[config.mk]
export PLATFORM = sky130hd
export DESIGN_NAME = lzbd_front_flat
export DESIGN_NICKNAME = d
export VERILOG_FILES = /design/src/hw/rtl/lzbd_pkg.sv /design/src/hw/rtl/lzbd_if.sv /design/src/hw/rtl/lzbd_front.sv /design/src/flat_wrapper.sv
export SDC_FILE = /design/constraint.sdc
export NUM_CORES = 1
export LEC_CHECK = 0
export BUFFER_PORTS_ARGS = -buffer_cell sky130_fd_sc_hd__buf_2
export CAP_MARGIN = 0
export CORE_UTILIZATION = 50
export CTS_CLUSTER_DIAMETER = 120
export DETAILED_ROUTE_END_ITERATION = 6
export PLACE_DENSITY = 0.88
export SLEW_MARGIN = 20
export SYNTH_ARGS = -nofsm -noshare
export SYNTH_HDL_FRONTEND = slang
export SYNTH_SLANG_ARGS = --single-unit
[constraint.sdc]
create_clock -name clk_i -period 3.6 [get_ports clk_i]
set_clock_uncertainty 0.2 [all_clocks]
set_input_delay 0.18 -clock clk_i [delete_from_list [all_inputs] [get_ports clk_i]]
set_output_delay 0.18 -clock clk_i [all_outputs]
set_load 0.005 [all_outputs]
[src/hw/rtl/lzbd_pkg.sv]
// Shared types and constants for the backward LZ bitstream decoder.
package lzbd_pkg;

  typedef enum logic [2:0] {
    PH_FLAG     = 3'd0,
    PH_LITERAL  = 3'd1,
    PH_DISTANCE = 3'd2,
    PH_LEVEL    = 3'd3,
    PH_EXTRA    = 3'd4
  } phase_e;

  typedef enum logic [2:0] {
    ST_OK       = 3'd0,
    ST_WAIT     = 3'd1,
    ST_DONE     = 3'd2,
    ST_BADREF   = 3'd3,
    ST_UNNEEDED = 3'd4
  } status_e;

  typedef enum logic {
    OP_FEED    = 1'b0,
    OP_REQUEST = 1'b1
  } op_e;

  typedef enum logic [1:0] {
    BK_IDLE  = 2'd0,
    BK_PARSE = 2'd1,
    BK_READ  = 2'd2,
    BK_EMIT  = 2'd3
  } back_e;

  localparam int unsigned DistBits  = 13;
  localparam int unsigned DistBias  = 3;
  localparam int unsigned ExtraBits = 8;

  // Queued work item from the front part to the back part.
  typedef struct packed {
    logic [0:0] operation;
    logic [7:0] in_byte;
  } work_t;

  // Level field widths for the variable-length copy count.
  function automatic logic [3:0] level_width(input logic [1:0] lvl);
    logic [3:0] w;
    unique case (lvl)
      2'd0: w = 4'd2;
      2'd1: w = 4'd3;
      2'd2: w = 4'd5;
      default: w = 4'd8;
    endcase
    return w;
  endfunction

endpackage

[src/hw/rtl/lzbd_if.sv]
// Valid/ready channel interfaces for input items and result items.
interface lzbd_in_if;
  logic       valid;
  logic       ready;
  logic [0:0] operation;
  logic [7:0] in_byte;
  modport source (output valid, output operation, output in_byte, input ready);
  modport sink (input valid, input operation, input in_byte, output ready);
endinterface


[src/hw/rtl/lzbd_front.sv]
// Front part: accepts input items into a two-entry queue.
module lzbd_front
  import lzbd_pkg::*;
(
  input  logic  clk_i,
  input  logic  rst_ni,
  lzbd_in_if.sink in_ch,
  output work_t wk_o,
  output logic  wk_valid_o,
  input  logic  wk_pop_i
);

  work_t      mem_q [2];
  logic       wr_q, wr_d, rd_q, rd_d;
  logic [1:0] cnt_q, cnt_d;
  logic       push;

  assign in_ch.ready = (cnt_q != 2'd2);
  assign push        = in_ch.valid && in_ch.ready;
  assign wk_valid_o  = (cnt_q != 2'd0);
  assign wk_o        = mem_q[rd_q];

  // Advance pointers and the fill count.
  always_comb begin
    wr_d  = push ? ~wr_q : wr_q;
    rd_d  = wk_pop_i ? ~rd_q : rd_q;
    cnt_d = cnt_q + {1'b0, push} - {1'b0, wk_pop_i};
  end

  always_ff @(posedge clk_i or negedge rst_ni) begin
    if (!rst_ni) begin
      wr_q  <= 1'b0;
      rd_q  <= 1'b0;
      cnt_q <= 2'd0;
    end else begin
      wr_q  <= wr_d;
      rd_q  <= rd_d;
      cnt_q <= cnt_d;
    end
  end

  // Hold queued payloads.
  always_ff @(posedge clk_i) begin
    if (push) begin
      mem_q[wr_q] <= '{operation: in_ch.operation, in_byte: in_ch.in_byte};
    end
  end

  a_no_overflow: assert property (@(posedge clk_i) disable iff (!rst_ni)
    cnt_q == 2'd2 |-> !push) else $error("queue overflow");
  a_no_underflow: assert property (@(posedge clk_i) disable iff (!rst_ni)
    wk_pop_i |-> cnt_q != 2'd0) else $error("queue underflow");
  a_count_bound: assert property (@(posedge clk_i) disable iff (!rst_ni)
    cnt_q != 2'd3) else $error("bad queue count");

endmodule

[src/flat_wrapper.sv]
// flat-port wrapper written by rule: the top's interface ports become plain ports
module lzbd_front_flat import lzbd_pkg::*;
  (clk_i, rst_ni, wk_o, wk_valid_o, wk_pop_i, in_ch_valid, in_ch_operation, in_ch_in_byte, in_ch_ready);
  lzbd_in_if in_ch_i ();
  input  logic clk_i;
  input  logic rst_ni;
  output work_t wk_o;
  output logic wk_valid_o;
  input  logic wk_pop_i;
  input wire logic [$bits(in_ch_i.valid)-1:0] in_ch_valid;
  input wire logic [$bits(in_ch_i.operation)-1:0] in_ch_operation;
  input wire logic [$bits(in_ch_i.in_byte)-1:0] in_ch_in_byte;
  output wire logic [$bits(in_ch_i.ready)-1:0] in_ch_ready;
  assign in_ch_i.valid = in_ch_valid;
  assign in_ch_i.operation = in_ch_operation;
  assign in_ch_i.in_byte = in_ch_in_byte;
  assign in_ch_ready = in_ch_i.ready;
  lzbd_front u_core (.clk_i(clk_i), .rst_ni(rst_ni), .in_ch(in_ch_i), .wk_o(wk_o), .wk_valid_o(wk_valid_o), .wk_pop_i(wk_pop_i));
endmodule
==> qor.yml <==
status: "finished clean"
grt_pass1_wl_mm: 2.13
crit_fanout: 10
area_growth_pct: 30.6
vias: 501
gp_congestion: 0.659
yosys.area.top_type_share: 0.627
rsz0062_at_grt: "no"
die_w_um: 43.5
stdcell_area_mm2: 0.00113
grt_overflow: 0
cap_violations: 0
netlist.top_cell.by_area: "edfxtp_1"
synth_area_leaders: "edfxtp_1 (63%), mux2_2 (12%), dfrtp_1 (12%), xnor2_1 (2.0%), xor2_1 (2.0%)"
finalPower_mw: 0.757
required_ns: 3.22
htree_levels: 1
start_kind: "flop"
fin_nets: 98
wl_mm: 1.39
setup_viol: 0
layout-drive-gt1-share: 0.458
tritoncts: "yes"
rows: 14
synth-edff-count: 18
port_buffers: 23
timing.final.crit_share: 0.503
cts_buffer_depth: 2
synth-simple-area-share: 0.0595
worst_slew_pin_slew_ns: 0.722
drc: 0
cts-resized-gates: 0
grtUsageTotal: 0.162
async_reset_ff_frac: 0.182
ios: 24
grt_pass1_vias: 501
yosys_warnings: 0
start_util: 0.553
critPathKind: "reg2out"
fin_tns_setup_ns: 0
numCtsBuffers: 3
die_h_um: 43.5
relSlewSlack: 0.517
netlist_instances: 46
ys_seq_area_frac: 0.743
hp-class: "in2async"
synth_fa_ha_area_frac: 0.0145
place_area_um2: 990
fmax_mhz: 552
synth_xor_area_frac: 0.0406
drt_first_pass_iters: 4
yosysMostFrequentCell: "edfxtp_1"
synthFlopType: "edfxtp_1"
synth_area_um2: 862
synth_seq_cells: 22
cts_root_buf: "clkbuf_4"
synth_compound_area_frac: 0
synth_nets: 60
synth_top_family_by_area: "multiplexers"
finalHoldViolCount: 0
diodes: 0
startpoint: "u_core.rd_q"
worstSetupEndpointType: "primary output"
synthTopCellsByCount: "edfxtp_1 (18), mux2_2 (9), dfrtp_1 (4)"
ir_worst_vdd_uv: 460
synthMuxAreaShare: 0.129
ys_types: 15
vias_per_cell: 5.06
numClockSinks: 22
drtIter0Drc: 5
pwr_density_cell_mw_per_mm2: 672
syn_avg_cell_area_um2: 18.7
slew_viol_final: 0
core_area_mm2: 0.00156
wl_per_cell_um: 14.1
cts.reportedPaths.clkPinSlew_ns: 0.11
dpl.hpwl_um: 894
die_area_mm2: 0.00189
grt_max_degree: 13
p_leak_nw: 0.458
period_needed_ns: 1.81
antenna_found_initial: 0
hold_ws_ns: 0.00865
r2r-start: "u_core.cnt_q[0]"
ant_nets: 0
post-route-util: 0.722
clk_latency_ns: 0.29
crit_arrival_ns: 1.43
-- cells in the final DEF (no fill, tap or decap) --
cell type / n
dfrtp_1: 4
nand2b_4: 1
xnor2_1: 2
mux2i_1: 1
buf_2: 23
nor2b_4: 1
clkinv_1: 1
edfxtp_1: 18
and3_1: 1
dlygate4sd3_1: 11
xor2_1: 2
inv_1: 1
clkbuf_4: 3
mux2_2: 9
nor2_1: 1
ha_1: 1
or2_2: 1
nand2_1: 2
-- layer usage --
layer | global-route usage | vias to the layer above | part of all wire
li1 | - | 239 | -
met1 | 0.182 | 244 | 0.41
met2 | 0.306 | 16 | 0.54
met3 | 0.0167 | 2 | 0.042
met4 | 0.0750 | 0 | 0.014
met5 | 0 | - | 0
-- sequential cells by signal, indices dropped and copies added (netlist names) --
| register | count |
|---|---|
| u_core.rd_q | 1 |
| u_core.mem_q | 18 |
| u_core.cnt_q | 2 |
| u_core.wr_q | 1 |
-- power breakdown --
part	total (mW)	internal, mW	switching, mW
clock network	0.106	0.0402	0.0658
logic	0.247	0.143	0.104
registers	0.404	0.354	0.0496
-- worst paths after layout --
kind                                       to  slack (ns)  depth (start not counted)
setup reg to reg           u_core.mem_q[0][3]        1.84                          3
min in group clk_i                u_core.wr_q        0.03                          3
hold reg to reg                   u_core.wr_q        0.31                          1
setup / recovery                      wk_o[7]        1.79                          2
hold / removal                    u_core.wr_q       0.009                          2
max in group asynchronous     u_core.cnt_q[0]        3.07                          2
-- per-stage QoR --
step	setup slack [ns]	cells
5_1_grt	1.68	99
3_5_place_dp	1.82	84
4_1_cts	1.78	99
6_report	1.79	99
2_1_floorplan	2.01	46
3_3_place_gp	1.86	84
-- kinds of logic (layout without fill, tap and decap cells) --
family                   count (synthesis)  in the layout
XOR/XNOR                                 4              4
multiplexers                            10             10
flip-flops                              22             22
adder cells (fa/ha/maj)                  1              1
buffers and inverters                    2             39
AND/OR/NAND/NOR                          7              7
-- critical path, stage by stage (launching register included) --
cell	delay [ns]
dfrtp_1	0.63
mux2_2	0.39
buf_2	0.13
-- timing repair --
item	4_1_cts	5_1_grt
setup buffers	0	0
hold buffers	11	0
hold endpoints to repair	23	0
-- cell type report --
class	instances	area [um2]
sequential	22	641
fill	94	433
timing repair buffer	34	225
multi-input combinational	22	210
clock buffer	3	22.5
tap	16	20.0
clock inverter	1	3.75
inverter	1	3.75
Power figures use the tool's default switching activity.
